--- src/fbpa_pkg.sv ---
// Shared types, constants and helpers for the fixed block pool allocator.
package fbpa_pkg;

  localparam int MAX_BLOCKS = 64;
  localparam int IDX_W      = $clog2(MAX_BLOCKS);
  localparam int CNT_W      = $clog2(MAX_BLOCKS + 1);
  localparam int LINK_W     = IDX_W + 1;
  localparam int STAT_W     = 32;

  localparam logic [LINK_W-1:0] END_MARK     = LINK_W'(MAX_BLOCKS);
  localparam logic [CNT_W-1:0]  BLOCKS_LIMIT = CNT_W'(MAX_BLOCKS);
  localparam logic [CNT_W-1:0]  RESET_BLOCKS = CNT_W'(10);

  localparam logic MODE_ALLOC = 1'b0;
  localparam logic MODE_FREE  = 1'b1;

  typedef enum logic [0:0] {
    ST_IDLE,
    ST_EXEC
  } fbpa_state_t;

  // Access to the link store: one read and one write port.
  typedef struct packed {
    logic              re;
    logic [IDX_W-1:0]  raddr;
    logic              we;
    logic [IDX_W-1:0]  waddr;
    logic [LINK_W-1:0] wdata;
    logic              relink;
  } link_req_t;

  typedef struct packed {
    logic              granted;
    logic [IDX_W-1:0]  granted_index;
    logic [CNT_W-1:0]  blocks_free;
    logic [CNT_W-1:0]  lowest_free_seen;
    logic [STAT_W-1:0] alloc_total;
    logic [STAT_W-1:0] release_total;
    logic [STAT_W-1:0] failure_total;
  } fbpa_result_t;

  // Link held right after a relink: one lower, or END_MARK for block 0.
  function automatic logic [LINK_W-1:0] link_init(input logic [IDX_W-1:0] addr);
    logic [LINK_W-1:0] res;
    if (addr == '0) begin
      res = END_MARK;
    end else begin
      res = {1'b0, addr - IDX_W'(1)};
    end
    return res;
  endfunction

  function automatic logic [CNT_W-1:0] clamp_blocks(input logic [CNT_W-1:0] v);
    logic [CNT_W-1:0] res;
    if (v > BLOCKS_LIMIT) begin
      res = BLOCKS_LIMIT;
    end else begin
      res = v;
    end
    return res;
  endfunction

endpackage

--- src/fixed_block_pool_allocator_top.sv ---
// Top level of the fixed block pool allocator with its output register.
//
//   channel | direction | handshake              | payload
//   --------+-----------+------------------------+--------------------------------------
//   in_     | input     | in_valid / in_ready    | mode, block_index
//   out_    | output    | out_valid / out_ready  | granted, granted_index, counts, totals
//   cfg_    | input     | cfg_valid / cfg_ready  | blocks_in_use
//
// In the accept cycle an allocation reads the head's link from the link RAM;
// in ST_EXEC the pop or push is applied and the result is loaded.
// The output register lets a new item be accepted while a result waits; an
// item in ST_EXEC holds there while the output register is full.
// Reset is synchronous; the link store needs no clearing pass after reset.
module fixed_block_pool_allocator_top import fbpa_pkg::*; (
  input  logic              clk,
  input  logic              rst_n,
  input  logic              in_valid,
  output logic              in_ready,
  input  logic              in_mode,
  input  logic [IDX_W-1:0]  in_block_index,
  output logic              out_valid,
  input  logic              out_ready,
  output logic              out_granted,
  output logic [IDX_W-1:0]  out_granted_index,
  output logic [CNT_W-1:0]  out_blocks_free,
  output logic [CNT_W-1:0]  out_lowest_free_seen,
  output logic [STAT_W-1:0] out_alloc_total,
  output logic [STAT_W-1:0] out_release_total,
  output logic [STAT_W-1:0] out_failure_total,
  input  logic              cfg_valid,
  output logic              cfg_ready,
  input  logic [CNT_W-1:0]  cfg_data
);

  link_req_t         link_req;
  logic [LINK_W-1:0] rd_link;
  logic              idle;
  logic              res_valid;
  fbpa_result_t      res;
  fbpa_result_t      out_r;
  logic              out_valid_r;
  logic              slot_free;
  logic              in_fire;
  logic              cfg_fire;

  assign cfg_ready = idle;
  assign in_ready  = idle && !cfg_valid;
  assign in_fire   = in_valid && in_ready;
  assign cfg_fire  = cfg_valid && cfg_ready;
  assign slot_free = !out_valid_r || out_ready;

  fbpa_core u_core (
    .clk            (clk),
    .rst_n          (rst_n),
    .in_fire        (in_fire),
    .in_mode        (in_mode),
    .in_block_index (in_block_index),
    .cfg_fire       (cfg_fire),
    .cfg_data       (cfg_data),
    .slot_free      (slot_free),
    .rd_link        (rd_link),
    .idle           (idle),
    .link_req       (link_req),
    .res_valid      (res_valid),
    .res            (res)
  );

  fbpa_link u_link (
    .clk     (clk),
    .rst_n   (rst_n),
    .req     (link_req),
    .rd_link (rd_link)
  );

  always_ff @(posedge clk) begin
    if (!rst_n) begin
      out_valid_r <= 1'b0;
    end else if (res_valid) begin
      out_valid_r <= 1'b1;
    end else if (out_ready) begin
      out_valid_r <= 1'b0;
    end
  end

  always_ff @(posedge clk) begin
    if (res_valid) begin
      out_r <= res;
    end
  end

  assign out_valid            = out_valid_r;
  assign out_granted          = out_r.granted;
  assign out_granted_index    = out_r.granted_index;
  assign out_blocks_free      = out_r.blocks_free;
  assign out_lowest_free_seen = out_r.lowest_free_seen;
  assign out_alloc_total      = out_r.alloc_total;
  assign out_release_total    = out_r.release_total;
  assign out_failure_total    = out_r.failure_total;

endmodule

--- src/fbpa_ram.sv ---
// Generic simple dual-port RAM with a registered read.
module fbpa_ram #(
  parameter int WIDTH = 8,
  parameter int DEPTH = 64
) (
  input  logic                     clk,
  input  logic                     we,
  input  logic [$clog2(DEPTH)-1:0] waddr,
  input  logic [WIDTH-1:0]         wdata,
  input  logic                     re,
  input  logic [$clog2(DEPTH)-1:0] raddr,
  output logic [WIDTH-1:0]         rdata
);

  logic [WIDTH-1:0] mem [DEPTH];
  logic [WIDTH-1:0] rdata_r;

  always_ff @(posedge clk) begin
    if (we) begin
      mem[waddr] <= wdata;
    end
    if (re) begin
      rdata_r <= mem[raddr];
    end
  end

  assign rdata = rdata_r;

endmodule

--- src/fbpa_link.sv ---
// Link store: next-link RAM plus per-entry valid bits that stand in for a relink.
module fbpa_link import fbpa_pkg::*; (
  input  logic              clk,
  input  logic              rst_n,
  input  link_req_t         req,
  output logic [LINK_W-1:0] rd_link
);

  logic [MAX_BLOCKS-1:0] valid_r;
  logic [MAX_BLOCKS-1:0] valid_nxt;
  logic [IDX_W-1:0]      rd_addr_r;
  logic                  rd_valid_r;
  logic [LINK_W-1:0]     ram_q;

  fbpa_ram #(
    .WIDTH (LINK_W),
    .DEPTH (MAX_BLOCKS)
  ) u_ram (
    .clk   (clk),
    .we    (req.we),
    .waddr (req.waddr),
    .wdata (req.wdata),
    .re    (req.re),
    .raddr (req.raddr),
    .rdata (ram_q)
  );

  always_comb begin
    valid_nxt = valid_r;
    if (req.relink) begin
      valid_nxt = '0;
    end else if (req.we) begin
      valid_nxt[req.waddr] = 1'b1;
    end
  end

  always_ff @(posedge clk) begin
    if (!rst_n) begin
      valid_r <= '0;
    end else begin
      valid_r <= valid_nxt;
    end
  end

  // Reads and writes never overlap in time, so the valid bit is sampled
  // together with the read and no forwarding is needed.
  always_ff @(posedge clk) begin
    if (req.re) begin
      rd_addr_r  <= req.raddr;
      rd_valid_r <= valid_r[req.raddr];
    end
  end

  assign rd_link = rd_valid_r ? ram_q : link_init(rd_addr_r);

endmodule

--- src/fbpa_core.sv ---
// Allocator control: list head, free count, statistics and the item sequencer.
module fbpa_core import fbpa_pkg::*; (
  input  logic              clk,
  input  logic              rst_n,
  input  logic              in_fire,
  input  logic              in_mode,
  input  logic [IDX_W-1:0]  in_block_index,
  input  logic              cfg_fire,
  input  logic [CNT_W-1:0]  cfg_data,
  input  logic              slot_free,
  input  logic [LINK_W-1:0] rd_link,
  output logic              idle,
  output link_req_t         link_req,
  output logic              res_valid,
  output fbpa_result_t      res
);

  fbpa_state_t       state_r, state_nxt;
  logic              mode_r;
  logic [IDX_W-1:0]  idx_r;
  logic [CNT_W-1:0]  biu_r, biu_nxt;
  logic [LINK_W-1:0] head_r, head_nxt;
  logic [CNT_W-1:0]  free_r, free_nxt;
  logic [CNT_W-1:0]  min_r, min_nxt;
  logic [STAT_W-1:0] alloc_r, alloc_nxt;
  logic [STAT_W-1:0] rel_r, rel_nxt;
  logic [STAT_W-1:0] fail_r, fail_nxt;
  logic [CNT_W-1:0]  cfg_blocks;
  logic              list_empty;
  logic              idx_ok;

  assign cfg_blocks = clamp_blocks(cfg_data);
  assign list_empty = (head_r >= END_MARK);
  assign idx_ok     = ({1'b0, idx_r} < END_MARK);
  assign idle       = (state_r == ST_IDLE);

  always_comb begin
    state_nxt = state_r;
    biu_nxt   = biu_r;
    head_nxt  = head_r;
    free_nxt  = free_r;
    min_nxt   = min_r;
    alloc_nxt = alloc_r;
    rel_nxt   = rel_r;
    fail_nxt  = fail_r;

    link_req        = '0;
    link_req.raddr  = head_r[IDX_W-1:0];
    link_req.waddr  = idx_r;
    link_req.wdata  = head_r;
    link_req.relink = cfg_fire;
    res_valid       = 1'b0;

    case (state_r)
      ST_IDLE: begin
        if (cfg_fire) begin
          biu_nxt  = cfg_blocks;
          head_nxt = (cfg_blocks == '0) ? END_MARK : LINK_W'(cfg_blocks - CNT_W'(1));
          free_nxt = cfg_blocks;
        end else if (in_fire) begin
          // Fetch the head's link now so that it is ready in the next cycle.
          link_req.re = (in_mode == MODE_ALLOC);
          state_nxt   = ST_EXEC;
        end
      end
      ST_EXEC: begin
        if (slot_free) begin
          res_valid = 1'b1;
          state_nxt = ST_IDLE;
          if (mode_r == MODE_ALLOC) begin
            if (!list_empty) begin
              head_nxt  = rd_link;
              free_nxt  = (free_r != '0) ? free_r - CNT_W'(1) : free_r;
              alloc_nxt = alloc_r + STAT_W'(1);
              if (free_nxt < min_r) begin
                min_nxt = free_nxt;
              end
            end else begin
              fail_nxt = fail_r + STAT_W'(1);
            end
          end else if (idx_ok) begin
            link_req.we = 1'b1;
            head_nxt    = {1'b0, idx_r};
            free_nxt    = (free_r < biu_r) ? free_r + CNT_W'(1) : free_r;
            rel_nxt     = rel_r + STAT_W'(1);
          end
        end
      end
      default: begin
        state_nxt = ST_IDLE;
      end
    endcase
  end

  always_comb begin
    res.granted          = (mode_r == MODE_ALLOC) ? !list_empty : idx_ok;
    res.granted_index    = (mode_r == MODE_ALLOC && !list_empty) ? head_r[IDX_W-1:0] : '0;
    res.blocks_free      = free_nxt;
    res.lowest_free_seen = min_nxt;
    res.alloc_total      = alloc_nxt;
    res.release_total    = rel_nxt;
    res.failure_total    = fail_nxt;
  end

  always_ff @(posedge clk) begin
    if (!rst_n) begin
      state_r <= ST_IDLE;
      biu_r   <= RESET_BLOCKS;
      head_r  <= LINK_W'(RESET_BLOCKS - CNT_W'(1));
      free_r  <= RESET_BLOCKS;
      min_r   <= RESET_BLOCKS;
      alloc_r <= '0;
      rel_r   <= '0;
      fail_r  <= '0;
    end else begin
      state_r <= state_nxt;
      biu_r   <= biu_nxt;
      head_r  <= head_nxt;
      free_r  <= free_nxt;
      min_r   <= min_nxt;
      alloc_r <= alloc_nxt;
      rel_r   <= rel_nxt;
      fail_r  <= fail_nxt;
    end
  end

  always_ff @(posedge clk) begin
    if (in_fire) begin
      mode_r <= in_mode;
      idx_r  <= in_block_index;
    end
  end

endmodule

--- config.mk ---
export PLATFORM = sky130hd
export DESIGN_NAME = fixed_block_pool_allocator_top
export DESIGN_NICKNAME = d
export VERILOG_FILES = /design/src/fbpa_pkg.sv /design/src/fixed_block_pool_allocator_top.sv /design/src/fbpa_ram.sv /design/src/fbpa_link.sv /design/src/fbpa_core.sv
export SDC_FILE = /design/constraint.sdc
export NUM_CORES = 1
export LEC_CHECK = 0
export BUFFER_PORTS_ARGS = -buffer_cell sky130_fd_sc_hd__buf_2
export CORE_MARGIN = 5
export CORE_UTILIZATION = 50
export CTS_BUF_LIST = sky130_fd_sc_hd__clkbuf_8
export CTS_CLUSTER_DIAMETER = 50
export DETAILED_ROUTE_END_ITERATION = 6
export PLACE_DENSITY_LB_ADDON = 0.05
export RECOVER_POWER = 100
export SYNTH_ARGS = -nofsm -noshare
export SYNTH_HDL_FRONTEND = slang
export SYNTH_SLANG_ARGS = --single-unit
--- constraint.sdc ---
create_clock -name clk -period 7.1 [get_ports clk]
set_clock_uncertainty 0.15 [all_clocks]
set_input_delay 0.71 -clock clk [delete_from_list [all_inputs] [get_ports clk]]
set_output_delay 0.71 -clock clk [all_outputs]
set_load 0.01 [all_outputs]
==> key figures, run 1 <==
GRT
  • Largest net degree at the start of global routing: 80
  • First-pass GRT wire length: 109,400 um
  • Congestion Overflow GR: 0
  • Vias in the first global route: 17,842
  • Total track usage: 21.56%
  • Initial antenna violation count: 2

Job
  • Max Cap Violations: 8

Placed design
  • Port bufs: 138
  • Inst Count DP: 2,826
  • GPL Wtd Cong: 0.8516
  • Dpl hpwl: 45,380 um
  • Placed cell area: 32,180 um2

Clocking
  • # Post-CTS Setup Buffers: 0
  • CTS tree: done
  • Total CTS buffers: 132
  • H-tree lvl count: 4
  • CTS sink count: 776
  • Worst-Skew Late Latency: 770 ps
  • Max Root-Sink Buffers: 3
  • Clock transition at path regs: 60 ps
  • Clk root buf: clkbuf_8

Timing
  • Post-route clock period utilization: 73.29%
  • Final critical-path required period: 5204 ps
  • Fin. max-slew vios: 320
  • Final setup vio count: 0
  • Worst hold slack: 164.6 ps
  • Setup TNS: 0 ps
  • RSZ-0062 raised after global routing: false
  • FMAX: 0.1922 GHz
  • Hold Vio Cnt, Final: 0
  • Max-slew headroom: -93.67%
  • Worst slew pin tran: 2905 ps

Power
  • Internal: 7.284 mW
  • Combinational power share: 6.0%
  • Net load switching power: 2.177 mW
  • Pwr Total: 9.460 mW
  • Sequential share of power: 53.1%
  • VDD IR max: 0.0001999 V
  • Lkg Pwr: 11.43 nW
  • Switching Share: 23.01%
  • PD cells: 273.4 nW/um2
  • Clock share of power: 40.9%

Layout
  • Share of layout cells above drive strength 1: 14.90%
  • Area taken by multi-input logic gates: 8733 um2
  • Area grow syn2layout: 12.75%
  • Most common cell after layout, fill and taps aside: edfxtp_1
  • Final Cell Area: 34,600 um2
  • Register area: 21,400 um2
  • Layout Nets: 2,224
  • FILL cells: 4,875
  • Cell Count, Final, Fillers Out: 3,074
  • Commonest cells after routing, fill and taps aside: 586 x edfxtp_1, 189 x dfxtp_1, 152 x clkbuf_8

Outcome
  • Status: finished, violations left
  • Failing checks: max-capacitance violations, max-slew violations

Routing
  • Final wirelength: 71,860 um
  • Final antenna-violating net count: 0
  • Via density: 5.756
  • Routed via count: 17,695
  • DR iter-0 viols: 1,501
  • WL/cell: 23.38 um
  • Number of detailed-route iterations in the first pass: 5
  • Drt drc: 0

Floorplanning
  • Row count: 90
  • Die Height: 257.7 um
  • Die ar.: 66,430 um2
  • Die W: 257.7 um
  • Top-Level Pins: 139
  • Core Area: 60,580 um2
  • Starting Density: 50.66%

Synth
  • Post-synthesis sequential area ratio: 69.73%
  • Leading cell types by total area after synthesis: edfxtp_1 57%, dfxtp_1 12%, mux4_2 8.6%, and2_1 2.2%, xnor2_1 1.9%
  • Primary FF master, synth: edfxtp_1
  • Syn Inst Count: 1,972
  • Yosys top cell by area: edfxtp_1
  • Yosys top cell area share: 57.34%
  • Distinct cells, synth: 71
  • Post-synth net total: 2,011
  • Mapped cell area: 30,690 um2
  • Mean post-synth cell area: 15.56 um2
  • Ys async rst share: 0%
  • Seq cells post-synth: 776
  • EDFF count, synth: 586
  • Yosys synthesis warning count: 0

Setup path
  • Type of element launching the critical path: flip-flop
  • Crit-path cells: clkbuf_1, nor2_1, o311ai_0, a21oi_1, or3_1
  • Slowest-stage cell, CP: clkbuf_1
  • Crit path largest cell delay: 1960 ps
  • CP Max Fanout: 51
  • Critical Path AT: 5550 ps
  • Required @ worst endpoint: 7450 ps
  • CP Capture Type: flip-flop
  • Crit path kind: flip-flop to flip-flop

Min path
  • Worst Hold Class: input pin to flip-flop
## final cells by class
class / count / share of cell area [%]
diodes: 4 / 0.02893
repair buffers: 165 / 2.144
clock buffers: 152 / 6.046
inverters: 41 / 0.4520
multi-input cells: 1069 / 25.24
clock inverters: 85 / 1.410
well taps: 782 / 2.828
flip-flops and latches: 776 / 61.85
## flip-flops by register name (all words and copies together), names as in the netlist, 32 cells and up
signal	flops
u_link.valid_r	64
out_alloc_total	32
u_link.u_ram.mem	448
u_core.rel_r	32
u_core.alloc_r	32
u_core.fail_r	32
out_release_total	32
out_failure_total	32
## power groups by stage
stage | logic (mW) | registers [mW] | clock network (mW)
final | 0.571 | 5.02 | 3.87
after global routing | 0.615 | 5.02 | 4.21
after CTS | 0.579 | 5.02 | 3.98
after detailed placement | 0.574 | 5.11 | 0
after global placement | 0.572 | 5.11 | 0
after floorplan | 0.354 | 5.10 | 0
## stage by stage
step	util (%)	setup slack, ps
finish	57.11	1896
global route	57.11	1648
CTS	57.50	3385
detailed placement	53.12	3083
global placement	53.12	3158
floorplan	-	1917
## metal layers
layer | part of all wire [%] | track usage (%)
met5 | 0 | 0
met4 | 2.4 | 7.520
met3 | 6.7 | 4.777
met2 | 47 | 33.52
met1 | 44 | 30.48
## worst paths after layout
path                                         from                     to  slack [ps]  cells past startpoint
worst min-delay path                     in_valid         u_core.state_r         160                      3
worst min register to register  u_link.valid_r[2]      u_link.valid_r[2]         310                      1
worst max register to register   u_core.head_r[5]  u_link.u_ram.rdata[0]        1900                      5
worst max-delay path             u_core.head_r[5]  u_link.u_ram.rdata[0]        1900                      5
## cell usage after synthesis, types with 37 or more instances
master	count
o21a_1	65
dfxtp_1	190
edfxtp_1	586
nand2_1	79
mux4_2	117
clkbuf_1	53
nor2_1	138
xnor2_1	67
inv_1	38
nand3_1	65
and2_1	107
o21ai_0	37
xor2_1	37
## critical path: cells and delay by family, from the launching register on
family          cells  cell delay [ps]
buf+inv             1             1960
flops               1             1300
simple gates        2              980
compound gates      2              510
## timing repair
action | CTS | global route
hold buffers | 7 | 0
endpoints found under the hold margin | 7 | 0
gates resized for setup | 0 | 0
## cells by family after synthesis
family	share of synthesized area, %
compound gates	5.406
xor+xnor	2.968
fa+ha+maj	0.8154
buf+inv	1.651
flops	69.73
mux	10.09
simple gates	9.332
No activity file was read; power rests on OpenSTA's default activity.
==> inputs of run 2 (changes only) <==
Clock period 7.1 ns to 4.45 ns, I/O delays scaled along.
==> key figures, run 2 (synthesis gave the netlist of run 1 again) <==
Outcome
  • Status: finished, violations left
  • Failing checks: max-capacitance violations, max-slew violations

GRT
  • First-pass GRT wire length: 109,000 um
  • Initial antenna violation count: 2
  • Vias in the first global route: 17,942
  • Grt met1 use: 29.97%
  • Congestion Overflow GR: 0
  • Met3 Use GR: 5.979%
  • Total track usage: 21.40%
  • GRT busiest layer: met2
  • Met2 Use GR: 32.68%
  • Largest net degree at the start of global routing: 124

Setup path
  • Critical path origin: u_core.head_r[1]
  • Critical Path AT: 4280 ps
  • Type of element launching the critical path: flip-flop
  • CP Max Fanout: 31
  • Crit path kind: flip-flop to flip-flop
  • Required @ worst endpoint: 4810 ps
  • Register-to-register setup slack: 530 ps
  • CP Capture Type: flip-flop
  • Reg-to-Reg Start: u_core.head_r[1]

Routing
  • Number of detailed-route iterations in the first pass: 6
  • Final antenna-violating net count: 0
  • Routed via count: 17,899
  • Via density: 5.746
  • Final wirelength: 71,370 um
  • WL/cell: 22.91 um
  • Drt drc: 0
  • DR iter-0 viols: 1,530

Layout
  • Share of layout cells above drive strength 1: 14.97%
  • Area taken by multi-input logic gates: 8755 um2
  • Area grow syn2layout: 13.94%
  • Final core occ: 57.72%
  • Largest Register: u_link.u_ram.mem
  • Commonest cells after routing, fill and taps aside: 586 x edfxtp_1, 187 x dfxtp_1, 160 x clkbuf_8
  • Biggest regs: u_link.u_ram.mem x448, u_link.valid_r x64
  • Max reg flops: 448
  • FILL cells: 4,886
  • Most common cell after layout, fill and taps aside: edfxtp_1
  • Register area: 21,410 um2
  • Layout Nets: 2,261

Placed design
  • GPL Wtd Cong: 0.8683
  • Port bufs: 138
  • Pre-CTS setup slack: 805.7 ps
  • Dpl hpwl: 44,450 um

Power
  • Pwr Total: 15.20 mW
  • Lkg Pwr: 11.60 nW
  • VDD IR max: 0.0003183 V
  • PD cells: 434.6 nW/um2

Timing
  • Final worst-path setup slack: 531.6 ps
  • Max-slew headroom: -45.56%
  • Post-route clock period utilization: 88.05%
  • RSZ-0062 raised after global routing: false
  • Hold Vio Cnt, Final: 0
  • Setup TNS: 0 ps
  • Worst slew pin tran: 2183 ps
  • Final setup vio count: 0
  • FMAX: 0.2552 GHz
  • Fin. max-slew vios: 186
  • Final critical-path required period: 3918 ps

Clocking
  • Clock transition at path regs: 60 ps
  • Worst-Skew Late Latency: 770 ps
  • CTS tree: done
  • # Post-CTS Setup Buffers: 0
  • Total CTS buffers: 134
  • Clk root buf: clkbuf_8
  • Max Root-Sink Buffers: 3
  • H-tree lvl count: 4
  • CTS sink count: 776

Floorplanning
  • Die Height: 257.7 um
  • Core Area: 60,580 um2
  • Top-Level Pins: 139
  • Die W: 257.7 um
  • Die ar.: 66,430 um2
  • Starting Density: 50.66%
  • Row count: 90

Job
  • Max Cap Violations: 5

Min path
  • Hold wc startpoint: rst_n
  • Worst Hold Class: input pin to flip-flop
## run 2: what timing repair did
action	4_1_cts	5_1_grt
hold endpoints to repair	19	0
hold buffers	17	0
resized for setup	0	0
## run 2: path summary, 6_finish.rpt
path,depth (start not counted),end
worst min-delay path,3,u_core.biu_r[4]
worst max-delay path,7,u_link.rd_valid_r
worst min register to register,1,u_link.valid_r[11]
worst max register to register,7,u_link.rd_valid_r
## run 2: power by group
part | switching (mW) | internal (mW) | leakage, nW | total (mW)
logic | 0.586 | 0.342 | 3.42 | 0.928
clock network | 2.83 | 3.43 | 1.56 | 6.26
registers | 0.113 | 7.89 | 6.62 | 8.01
## run 2: critical path, stage by stage, from the launching register on
cell and delay [ps]:
dfxtp_1 1540, buf_4 440, mux4_2 590, o22ai_1 170, o21ai_0 140, o21ai_0 180
nor3_1 150, a221o_1 310
## run 2: layer usage
layer,up-vias,wire (um)
li1,8081,-
met4,0,1993
met2,659,33010
met3,136,5342
met1,9023,31020
met5,-,0
## run 2: final cells by class
cell class	instances	area share, %
flip-flops and latches	776	61.23
multi-input cells	1069	25.04
clock buffers	160	6.298
clock inverters	86	1.270
inverters	41	0.4437
well taps	782	2.798
diodes	1	0.007156
repair buffers	200	2.913
## run 2: through the flow
stage,instance area [um2],hold WS (ps),instances
after floorplan,30690,285.4,1972
after global placement,32460,292.0,2851
after detailed placement,32460,299.2,2851
after CTS,35280,83.02,3114
after global routing,34970,114.5,3115
final,34970,135.9,3115
